==> src/rtl/sit_pkg.sv <==
// Package for the segment intersection test: coordinate, difference and
// product widths, payload types. No dependencies; every other file uses it.
`timescale 1ns / 1ps

package sit_pkg;

   // Coordinate width and the widths that follow from it exactly.
   localparam int COORD_WIDTH = 16;
   localparam int DIFF_WIDTH  = COORD_WIDTH + 1;
   localparam int PROD_WIDTH  = 2 * DIFF_WIDTH;
   localparam int SUM_WIDTH   = PROD_WIDTH + 1;
   localparam int TOTAL_WIDTH = SUM_WIDTH + 1;

   typedef logic signed [COORD_WIDTH-1:0] coord_type;
   typedef logic signed [DIFF_WIDTH-1:0]  diff_type;
   typedef logic signed [PROD_WIDTH-1:0]  prod_type;
   typedef logic signed [SUM_WIDTH-1:0]   sum_type;
   typedef logic signed [TOTAL_WIDTH-1:0] total_type;

   // One input transaction: the two segments.
   typedef struct packed {
      coord_type a_start_x;
      coord_type a_start_y;
      coord_type a_end_x;
      coord_type a_end_y;
      coord_type b_start_x;
      coord_type b_start_y;
      coord_type b_end_x;
      coord_type b_end_y;
   } seg_pair_type;

   // All pairwise products that the cross and dot products are built from.
   typedef struct packed {
      prod_type rx_sy;
      prod_type ry_sx;
      prod_type qx_sy;
      prod_type qy_sx;
      prod_type qx_ry;
      prod_type qy_rx;
      prod_type rx_rx;
      prod_type ry_ry;
      prod_type qx_rx;
      prod_type qy_ry;
      prod_type sx_rx;
      prod_type sy_ry;
   } prod_set_type;

endpackage

==> src/rtl/sit_decide_stage.sv <==
// Decision stage: sums the products into cross and dot products, applies
// the non-parallel and collinear tests, registers the flag. Depends on sit_pkg.
`timescale 1ns / 1ps

module sit_decide_stage (
   input  logic                  clock,
   input  logic                  reset,
   input  logic                  in_valid,
   output logic                  in_ready,
   input  sit_pkg::prod_set_type in_prod,
   output logic                  out_valid,
   input  logic                  out_ready,
   output logic                  out_intersects
);

   sit_pkg::sum_type   den, tnum, unum, rr, n0, sr;
   sit_pkg::total_type n1, rr_wide;
   logic t_ok, u_ok, nonpar_hit, col_hit, hit_in;
   logic valid_in;
   logic valid_ff;
   logic hit_ff;

   // num/den lies in [0,1] for nonzero den, without negating either side.
   function automatic logic ratio_ok(sit_pkg::sum_type num, sit_pkg::sum_type d);
      logic r;
      if (d > 0) begin
         r = (num >= 0) && (num <= d);
      end else begin
         r = (num <= 0) && (num >= d);
      end
      return r;
   endfunction

   // Cross products, squared length of A and the projections of B onto A.
   always_comb begin
      den     = sit_pkg::SUM_WIDTH'(in_prod.rx_sy) - sit_pkg::SUM_WIDTH'(in_prod.ry_sx);
      tnum    = sit_pkg::SUM_WIDTH'(in_prod.qx_sy) - sit_pkg::SUM_WIDTH'(in_prod.qy_sx);
      unum    = sit_pkg::SUM_WIDTH'(in_prod.qx_ry) - sit_pkg::SUM_WIDTH'(in_prod.qy_rx);
      rr      = sit_pkg::SUM_WIDTH'(in_prod.rx_rx) + sit_pkg::SUM_WIDTH'(in_prod.ry_ry);
      n0      = sit_pkg::SUM_WIDTH'(in_prod.qx_rx) + sit_pkg::SUM_WIDTH'(in_prod.qy_ry);
      sr      = sit_pkg::SUM_WIDTH'(in_prod.sx_rx) + sit_pkg::SUM_WIDTH'(in_prod.sy_ry);
      n1      = sit_pkg::TOTAL_WIDTH'(n0) + sit_pkg::TOTAL_WIDTH'(sr);
      rr_wide = sit_pkg::TOTAL_WIDTH'(rr);
   end

   // Non-parallel segments meet when both parameters lie in [0,1]. Collinear
   // segments meet when an end of B projects into A or the ends straddle A's start;
   // a zero-length A never reports a hit.
   always_comb begin
      t_ok       = ratio_ok(tnum, den);
      u_ok       = ratio_ok(unum, den);
      nonpar_hit = (den != 0) && t_ok && u_ok;
      col_hit    = (den == 0) && (unum == 0) && (rr != 0) &&
                   (((n0 >= 0) && (n0 <= rr)) ||
                    ((n1 >= 0) && (n1 <= rr_wide)) ||
                    ((n0 < 0) != (n1 < 0)));
      hit_in     = nonpar_hit || col_hit;
   end

   // Result register; it frees up when the response transaction is taken.
   assign in_ready       = !valid_ff || out_ready;
   assign valid_in       = in_ready ? in_valid : valid_ff;
   assign out_valid      = valid_ff;
   assign out_intersects = hit_ff;

   always_ff @(posedge clock) begin
      if (reset) begin
         valid_ff <= 1'b0;
      end else begin
         valid_ff <= valid_in;
      end
   end

   always_ff @(posedge clock) begin
      if (in_valid && in_ready) begin
         hit_ff <= hit_in;
      end
   end

   // A transaction handed to this stage shows up as a result next cycle.
   assert property (@(posedge clock) disable iff (reset)
      in_valid && in_ready |=> valid_ff)
      else $error("decision stage dropped a transaction");

   // A zero-length segment A never intersects.
   assert property (@(posedge clock) disable iff (reset)
      in_valid && in_ready && (in_prod.rx_rx == 0) && (in_prod.ry_ry == 0) |=> !hit_ff)
      else $error("degenerate segment A reported as intersecting");

endmodule

==> config.mk <==
export PLATFORM = sky130hd
export DESIGN_NAME = sit_decide_stage
export DESIGN_NICKNAME = d
export VERILOG_FILES = /design/src/rtl/sit_pkg.sv /design/src/rtl/sit_decide_stage.sv
export SDC_FILE = /design/constraint.sdc
export NUM_CORES = 1
export LEC_CHECK = 0
export BUFFER_PORTS_ARGS = -buffer_cell sky130_fd_sc_hd__clkbuf_2
export CORE_ASPECT_RATIO = 0.75
export CORE_MARGIN = 5
export CORE_UTILIZATION = 45
export CTS_CLUSTER_DIAMETER = 100
export DETAILED_ROUTE_END_ITERATION = 12
export GPL_TIMING_DRIVEN = 0
export PLACE_DENSITY = 0.7
export SYNTH_ARGS = -nofsm -noshare
export SYNTH_HDL_FRONTEND = slang
export SYNTH_SLANG_ARGS = --single-unit
==> constraint.sdc <==
create_clock -name clock -period 10.1 [get_ports clock]
set_input_delay 0.505 -clock clock [delete_from_list [all_inputs] [get_ports clock]]
set_output_delay 0.505 -clock clock [all_outputs]
set_load 0.05 [all_outputs]
-- Word-level counts from Yosys, hierarchy flattened
Cells that the tools add are included.
- bits of input ports: 412
- register bits: 2
- output and inout port bits: 3
- logic and storage cells: 48
- $add $sub $neg: 7
- reductions and logical operators: 21
- equality and inequality tests: 1
- $lt $le $gt $ge: 15
- muxes and demuxes: 2
- operator list (operator ; number):
    $add A34 B34 Y35 ; 3
    $ge A35 B1 Y1 const B ; 3
    $le A35 B35 Y1 ; 3
    $sub A34 B34 Y35 ; 3
    $ge A35 B35 Y1 ; 2
    $le A35 B1 Y1 const B ; 2
    $logic_not A35 Y1 ; 2
    $reduce_bool A35 Y1 ; 2
    $add A35 B35 Y36 ; 1
    $ge A36 B1 Y1 const B ; 1
    $le A36 B35 Y1 ; 1
    $lt A36 B1 Y1 const B ; 1
    $gt A35 B1 Y1 const B ; 1
    $lt A35 B1 Y1 const B ; 1
    $logic_and A1 B1 Y1 ; 12
    $logic_or A1 B1 Y1 ; 4
    $mux W1 ; 2
    $logic_not A1 Y1 ; 1
    $ne A1 B1 Y1 ; 1

-- Longest topological paths before layout
Gate-level depths: netlist of the first run.
- word-level depth: 8
- gate-level depth with buffers: 41
- mapped depth without buffers: 41

-- Least setup slack after synthesis of the first run
OpenSTA, ideal clock, no wires.
- path type: input to register
- start: input port in_prod[68] (netlist name)
- end: register hit_ff, in the netlist out_intersects, data pin
- data required time: 9.841 ns
- slack: 3.088 ns
- path buffers: 0
- stages on the path: 40
- setup time: 0.259 ns
- arrival time: 6.753 ns
- cells stage by stage: ha_1 -> inv_1 -> fa_1 -> nor2b_1 -> o31a_1 -> o31a_1 -> o21ai_0 -> nand2b_1 -> a21o_1 -> a21o_1 -> a311o_1 -> xor2_1 -> inv_1 -> fa_1 -> inv_1 -> ha_1 -> nand4_1 -> a2111oi_0 -> [... 4 more ...] -> a21o_1 -> nand2_1 -> a21boi_0 -> nor2_1 -> ha_1 -> a21o_1 -> a21o_1 -> a211oi_1 -> o21bai_1 -> a21oi_1 -> o21ai_0 -> a21oi_1 -> mux2i_1 -> a21oi_1 -> nand3_1 -> mux2i_1 -> nor4_1 -> a211o_1
- word-level cells in the longest chain between the ends: 8
- elaborated cells on any way between the ends: 15
- classes of those cells: add/sub: 2; order compare: 6; eq/ne: 1; reduce/logical: 6
- RTL lines (item ; RTL line ; RTL):
    from (decl) ; sit_decide_stage.sv:10 ; input sit_pkg::prod_set_type in_prod,
    $add A34 B34 Y35 * ; sit_decide_stage.sv:40 ; n0 = sit_pkg::SUM_WIDTH'(in_prod.qx_rx) + sit_pkg::SUM_WIDTH'(in_prod.qy_ry);
    $add A35 B35 Y36 ; sit_decide_stage.sv:42 ; n1 = sit_pkg::TOTAL_WIDTH'(n0) + sit_pkg::TOTAL_WIDTH'(sr);
    $ge A36 B1 Y1 or $le A36 B35 Y1 (tied branches) ; sit_decide_stage.sv:55 ; ((n1 >= 0) && (n1 <= rr_wide)) ||
    $logic_and A1 B1 Y1 ; sit_decide_stage.sv:55 ;
    $logic_or A1 B1 Y1 ; sit_decide_stage.sv:54 ; (((n0 >= 0) && (n0 <= rr)) ||
    $logic_or A1 B1 Y1 * ; sit_decide_stage.sv:55 ;
    $logic_and A1 B1 Y1 * ; sit_decide_stage.sv:53 ; col_hit = (den == 0) && (unum == 0) && (rr != 0) &&
    $logic_or A1 B1 Y1 * ; sit_decide_stage.sv:57 ; hit_in = nonpar_hit || col_hit;
    named net hit_in ; sit_decide_stage.sv:18 ; logic t_ok, u_ok, nonpar_hit, col_hit, hit_in;
    to (signal assigned) ; sit_decide_stage.sv:76 ; hit_ff <= hit_in;
    to (decl) ; sit_decide_stage.sv:21 ; logic hit_ff;
Mark *: on every way through the listed nets, which the timed path passes. The rest lies on a longest branch.
A chain may end at the register's enable or synchronous reset.

-- Worst setup path in the final report of the first run
Ends and elaborated chain as after synthesis.

==> reports/qor.csv, run 1 <==
metric,value,unit
Longest Clk Path Bufs,2,
Die X-Extent,222.5,µm
synth warn,0,
Setup Viol. Count Final,0,
HPWL after detailed placement,45770,µm
Syn Inst Count,2084,
Post-DRT Antenna Nets,0,
die area,37700,µm²
fin crit share,89.64,%
io pins,415,
CTS tree,built,
cells on worst reg2reg path,2,
"CTS clk-pin slew, worst paths",0.03,ns
Post-CTS Hold Fix Bufs,0,
"area leader, netlist",ha_1,
WP data required,10.18,ns
utilization after layout,53.73,%
routed length per placed instance,17.18,µm
fmax,110.5,MHz
Inserted Clock Buffers,3,
clock sink count,2,
Post-Synth Adder-Cell Area,33.70,%
Mapped Nets,2882,
final WL,50810,µm
register area share after synthesis,0.3283,%
pin count of the biggest net entering global routing,11,
DRC Markers,0,
Yosys reg bits,2,
"commonest non-fill, non-tap cell in the layout",clkbuf_2,
RSZ-0062 raised after global routing,false,
Layout area overhead,17.90,%
top-area cell type share of the netlist area,28.31,%
Vias,16890,
CP peak stage delay,0.94,ns
minimum clock period,9.054,ns
FP Rows,58,
H-tree Lvls,1,
Pleak,9.690,nW
Slew @ Worst Pin,1.067,ns
initial DRC count,1347,
root buffer cell,clkbuf_16,
IO buf count,414,
"EDFF count, synth",1,
worst-path fanout max,6,
ys async rst share,0,%
Slew Limit Headroom,28.22,%
CP Class,input port to register,
GRT Overall Usage,25.06,%
Slew Limit Fails,0,
"Avg Cell Area, Syn",7.316,µm²
Nets,3301,
Die Height,169.4,µm
Post CTS Setup Buffer Count,0,
final hold violations,0,
min-delay worst type,input port to register,
Critical Path AT,9.14,ns
PD cells,122.8,nW/µm²
"Slowest-stage cell, CP",nor4_1,
max_cap viols,0,
grt total ovfl,0,
Post-Syn Area,15250,µm²
Initial Utilization,45.57,%
"Clk Latency, worst-skew pair",0.23,ns
multiplexer share of the synthesized area,0.5334,%
worst vdd ir,0.0001493,V
TritonRoute pass-1 iters,6,
outcome,"complete, no violations",
DR vias/cell,5.709,
antenna violations before repair,7,
RD Place Congestion,0.9608,
vias in the first global route,15630,
critical path launch point type,input port,
Total Neg Setup Slack,0,ns
dominant cells by area after synthesis,"ha_1, a21o_1, inv_1",
largest family of logic cells by synthesized area,adder cells,
post-synthesis cell type count,88,
Simple-Gate Fraction of Synth Area,19.31,%
clk_skew,0.0004917,ns
post-CTS sizing,0,
share of cells above drive strength 1,18.03,%
Synth Area in Compound Gates,29.30,%
hold depth,2,
core area,33450,µm²
XOR/XNOR Fraction of Synth Area,9.996,%
Crit. End Element,register,
most frequent cells in the layout,"clkbuf_2, ha_1, inv_1",
Main synth FF type,edfxtp_1,
first-pass GRT wire length,79360,µm
## synthesized netlist by cell type (23+ instances only)
| cell | number |
|---|---|
| a211oi_1 | 26 |
| fa_1 | 41 |
| nand3_1 | 47 |
| o21a_1 | 28 |
| nor2_1 | 125 |
| nand2_1 | 108 |
| o21ai_0 | 111 |
| ha_1 | 345 |
| nand4_1 | 65 |
| a31oi_1 | 23 |
| nand2b_1 | 35 |
| nor3_1 | 33 |
| xor2_1 | 68 |
| inv_1 | 252 |
| xnor2_1 | 106 |
| a21oi_1 | 188 |
| o21bai_1 | 33 |
| a21o_1 | 135 |
| clkbuf_1 | 23 |
| nor2b_1 | 40 |
## through the flow
step	instances	power, W	cell area [µm²]	worst slack (ns)	hold slack, ns
floorplan	2084	0.001571	15250	3.088	0.5741
global placement	2948	0.002042	17880	1.169	0.5302
detailed placement	2948	0.002096	17880	1.141	0.5362
CTS	2952	0.002180	17960	1.339	0.4483
global route	2958	0.002477	17970	0.5942	0.4676
finish	2958	0.002207	17970	1.046	0.4478
## cell families (layout without fill, tap and decap cells)
kind of cell	Yosys count	after routing
AO/OA/AOI/OAI	676	676
other	0	6
XOR/XNOR	174	174
adder cells (fa/ha/maj)	386	386
flip-flops	2	2
AND/OR/NAND/NOR	561	561
multiplexers	8	8
buffers and inverters	277	695
## sequential cells by signal (all words and copies together) (netlist names)
signal and count:
out_intersects 1, out_valid 1
## final cells by class
| type | count | area, µm² |
|---|---|---|
| sequential | 2 | 50.05 |
| multi-input combinational | 1805 | 14150 |
| clock buffer | 4 | 78.83 |
| tap | 450 | 563.0 |
| buffer | 25 | 96.34 |
| timing repair buffer | 414 | 2072 |
| fill | 3264 | 15480 |
| antenna | 6 | 15.01 |
| inverter | 252 | 945.9 |
## layer usage
metal  track usage [%]  up-vias  share of wire [%]
met5                 0        -              0.039
met4             5.218        2                2.0
met3             2.265       50                6.6
met2             37.18      549                 41
met1             39.24     7791                 50
li1                  -     8496                  -
## critical path: cells and delay by family
family	cells	cell delay [ns]
AO/OA/AOI/OAI	13	3.92
multiplexers	1	0.12
XOR/XNOR	2	0.32
AND/OR/NAND/NOR	10	2.52
adder cells (fa/ha/maj)	5	1.61
buffers and inverters	2	0.15
## where the power goes
part	total [W]	switching [W]	leakage (nW)	internal, W
Clock	0.0000637	0.0000115	0.0382	0.0000521
Sequential	0.00000992	0.000000269	0.0183	0.00000965
Combinational	0.00213	0.00120	9.63	0.000929
## worst paths after layout
path | from | endpoint | slack, ns
hold / removal | reset | out_valid | 0.45
setup reg to reg | out_valid | out_intersects | 9.26
setup / recovery | in_prod[68] | out_intersects | 1.05
hold reg to reg | out_valid | out_valid | 0.54
(Power assumes the default switching activity.)
==> run 2, diff against run 1 <==
Settings changed: CELL_PAD_IN_SITES_DETAIL_PLACEMENT set to 1, CELL_PAD_IN_SITES_GLOBAL_PLACEMENT set to 1, CORE_UTILIZATION 45 to 43, PLACE_DENSITY 0.7 to 0.88.
==> run 2 against run 1 <==
Effect of this change: clock power fell by 3.5%; register-to-register slack barely moved; hold slack better by 0.025 ns; critical path depth unchanged; clock skew increased by 0.0022 ns; sequential cell count stayed put; cell count up 0.44%; largest cell class unchanged; largest power group unchanged.
==> reports/qor.csv, run 2 (same netlist as run 1, synthesis figures left out) <==
metric,value,unit,change
outcome,"complete, no violations",,
"Clk Latency, worst-skew pair",0.22,ns,about the same
Worst setup startpoint,in_prod[68],,
antenna violations before repair,15,,+8
total power,0.002308,W,+4.6%
IO buf count,414,,unchanged
worst-path fanout max,6,,unchanged
met2 wire len,27270,µm,+31%
# fillers,4631,,+42%
Nets,3301,,unchanged
worst vdd ir,0.0001052,V,-30%
TritonRoute pass-1 iters,6,,unchanged
Setup Viol. Count Final,0,,unchanged
min-delay worst type,input port to register,,
FP Rows,59,,+1.7%
"Slowest-stage cell, CP",nor4_1,,
Post-DRT Antenna Nets,0,,unchanged
RSZ-0062 raised after global routing,false,,
Longest Clk Path Bufs,2,,unchanged
most frequent cells in the layout,"clkbuf_2, ha_1, inv_1",,
Crit. End Element,register,,
Die Height,173.1,µm,+2.2%
DR vias/cell,5.906,,+3.4%
root buffer cell,clkbuf_16,,
Slew @ Worst Pin,0.9308,ns,-0.1360 ns
Vias,17550,,+3.9%
CP peak stage delay,0.83,ns,-0.11 ns
Hold EP,out_valid,,
hold depth,2,,unchanged
CTS tree,built,,
first-pass GRT wire length,93000,µm,+17%
post-CTS sizing,0,,unchanged
max layer used,met4,,
R2R Path End,out_intersects,,
Slew Limit Headroom,37.37,%,+9.1 points
core area,34840,µm²,+4.2%
"CTS clk-pin slew, worst paths",0.03,ns,about the same
CP Class,input port to register,,
Critical Path AT,9.15,ns,about the same
PD cells,128.2,nW/µm²,+4.4%
HPWL after detailed placement,53910,µm,+18%
WP data required,10.16,ns,-0.02 ns
fin crit share,90.02,%,+0.38 points
Initial Utilization,43.76,%,-1.8 points
Inserted Clock Buffers,3,,unchanged
final std cells w/o fill,2971,,+0.44%
"commonest non-fill, non-tap cell in the layout",clkbuf_2,,
RD Place Congestion,0.9661,,+0.55%
cells on worst reg2reg path,2,,unchanged
utilization after layout,51.66,%,-2.1 points
io pins,415,,unchanged
final WL,59510,µm,+17%
max_cap viols,0,,unchanged
r2r startpoint,out_valid,,
clk_skew,0.002734,ns,+0.002243 ns
Slew Limit Fails,0,,unchanged
fmax,110.0,MHz,-0.43%
final hold violations,0,,unchanged
Post CTS Setup Buffer Count,0,,unchanged
initial DRC count,1108,,-18%
clock sink count,2,,unchanged
routed length per placed instance,20.03,µm,+17%
"setup slack, reg-to-reg",9.26,ns,about the same
Worst Min Path Start,reset,,
DP Area,17890,µm²,about the same
routed wl met3,2872,µm,-14%
DRC Markers,0,,unchanged
met1 WL,28070,µm,+9.9%
share of cells above drive strength 1,18.03,%,unchanged
Pleak,9.690,nW,about the same
Die X-Extent,227.4,µm,+2.2%
Total Neg Setup Slack,0,ns,unchanged
pin count of the biggest net entering global routing,11,,unchanged
Post-CTS Hold Fix Bufs,0,,unchanged
die area,39360,µm²,+4.4%
vias in the first global route,18210,,+17%
critical path launch point type,input port,,
Post-Place Cells,2955,,+0.24%
minimum clock period,9.092,ns,+0.03885 ns
grt total ovfl,0,,unchanged
H-tree Lvls,1,,unchanged
GRT Overall Usage,28.21,%,+3.1 points
Layout area overhead,18.05,%,
design area,18000,µm²,+0.13%
-- run 2: changes by cell type in the layout (fill, tap and decap cells not counted) --
cell / change
diode_2: +6
-- run 2: worst max path at each step --
stage	to	slack, ns	cells after the start
after floorplan	out_intersects	3.09	40
after global placement	out_intersects	1.27	33
after detailed placement	out_intersects	1.03	40
after CTS	out_intersects	1.23	40
after global routing	out_intersects	0.37	40
final	out_intersects	1.01	33
-- run 2: metrics by stage --
stage | hold WS [ns] | setup slack [ns]
floorplan | 0.5741 | 3.088
detailed placement | 0.5261 | 1.032
finish | 0.4727 | 1.008
CTS | 0.4737 | 1.232
global placement | 0.5014 | 1.270
global route | 0.4838 | 0.3707
-- run 2: per-layer routing --
metal  track usage, %  up-vias
met5                0        -
met4            6.202        0
met3            2.271       64
met2            46.50      451
met1            40.16     8541
li1                 -     8490
-- run 2: final cells by class --
type | count | area (µm²) | share of cell area, %
Buffer | 25 | 96.34 | 0.5353
Multi-Input combinational cell | 1805 | 14150 | 78.64
Antenna cell | 12 | 30.03 | 0.1668
Clock buffer | 4 | 78.83 | 0.4380
Sequential cell | 2 | 50.05 | 0.2781
Timing Repair Buffer | 414 | 2072 | 11.51
Tap cell | 457 | 571.8 | 3.177
Inverter | 252 | 945.9 | 5.255
-- run 2: power by group --
| part | internal, W | leakage (nW) | switching, W |
|---|---|---|---|
| clock | 0.0000520 | 0.0382 | 0.00000952 |
| sequential | 0.00000966 | 0.0183 | 0.000000273 |
| combinational | 0.000941 | 9.63 | 0.00130 |
-- run 2: critical path, delay by kind of cell --
kind	cells	cell delay (ns)
buffers and inverters	2	0.16
AND/OR/NAND/NOR	10	2.44
AO/OA/AOI/OAI	13	3.90
adder cells (fa/ha/maj)	5	1.64
XOR/XNOR	2	0.36
multiplexers	1	0.12
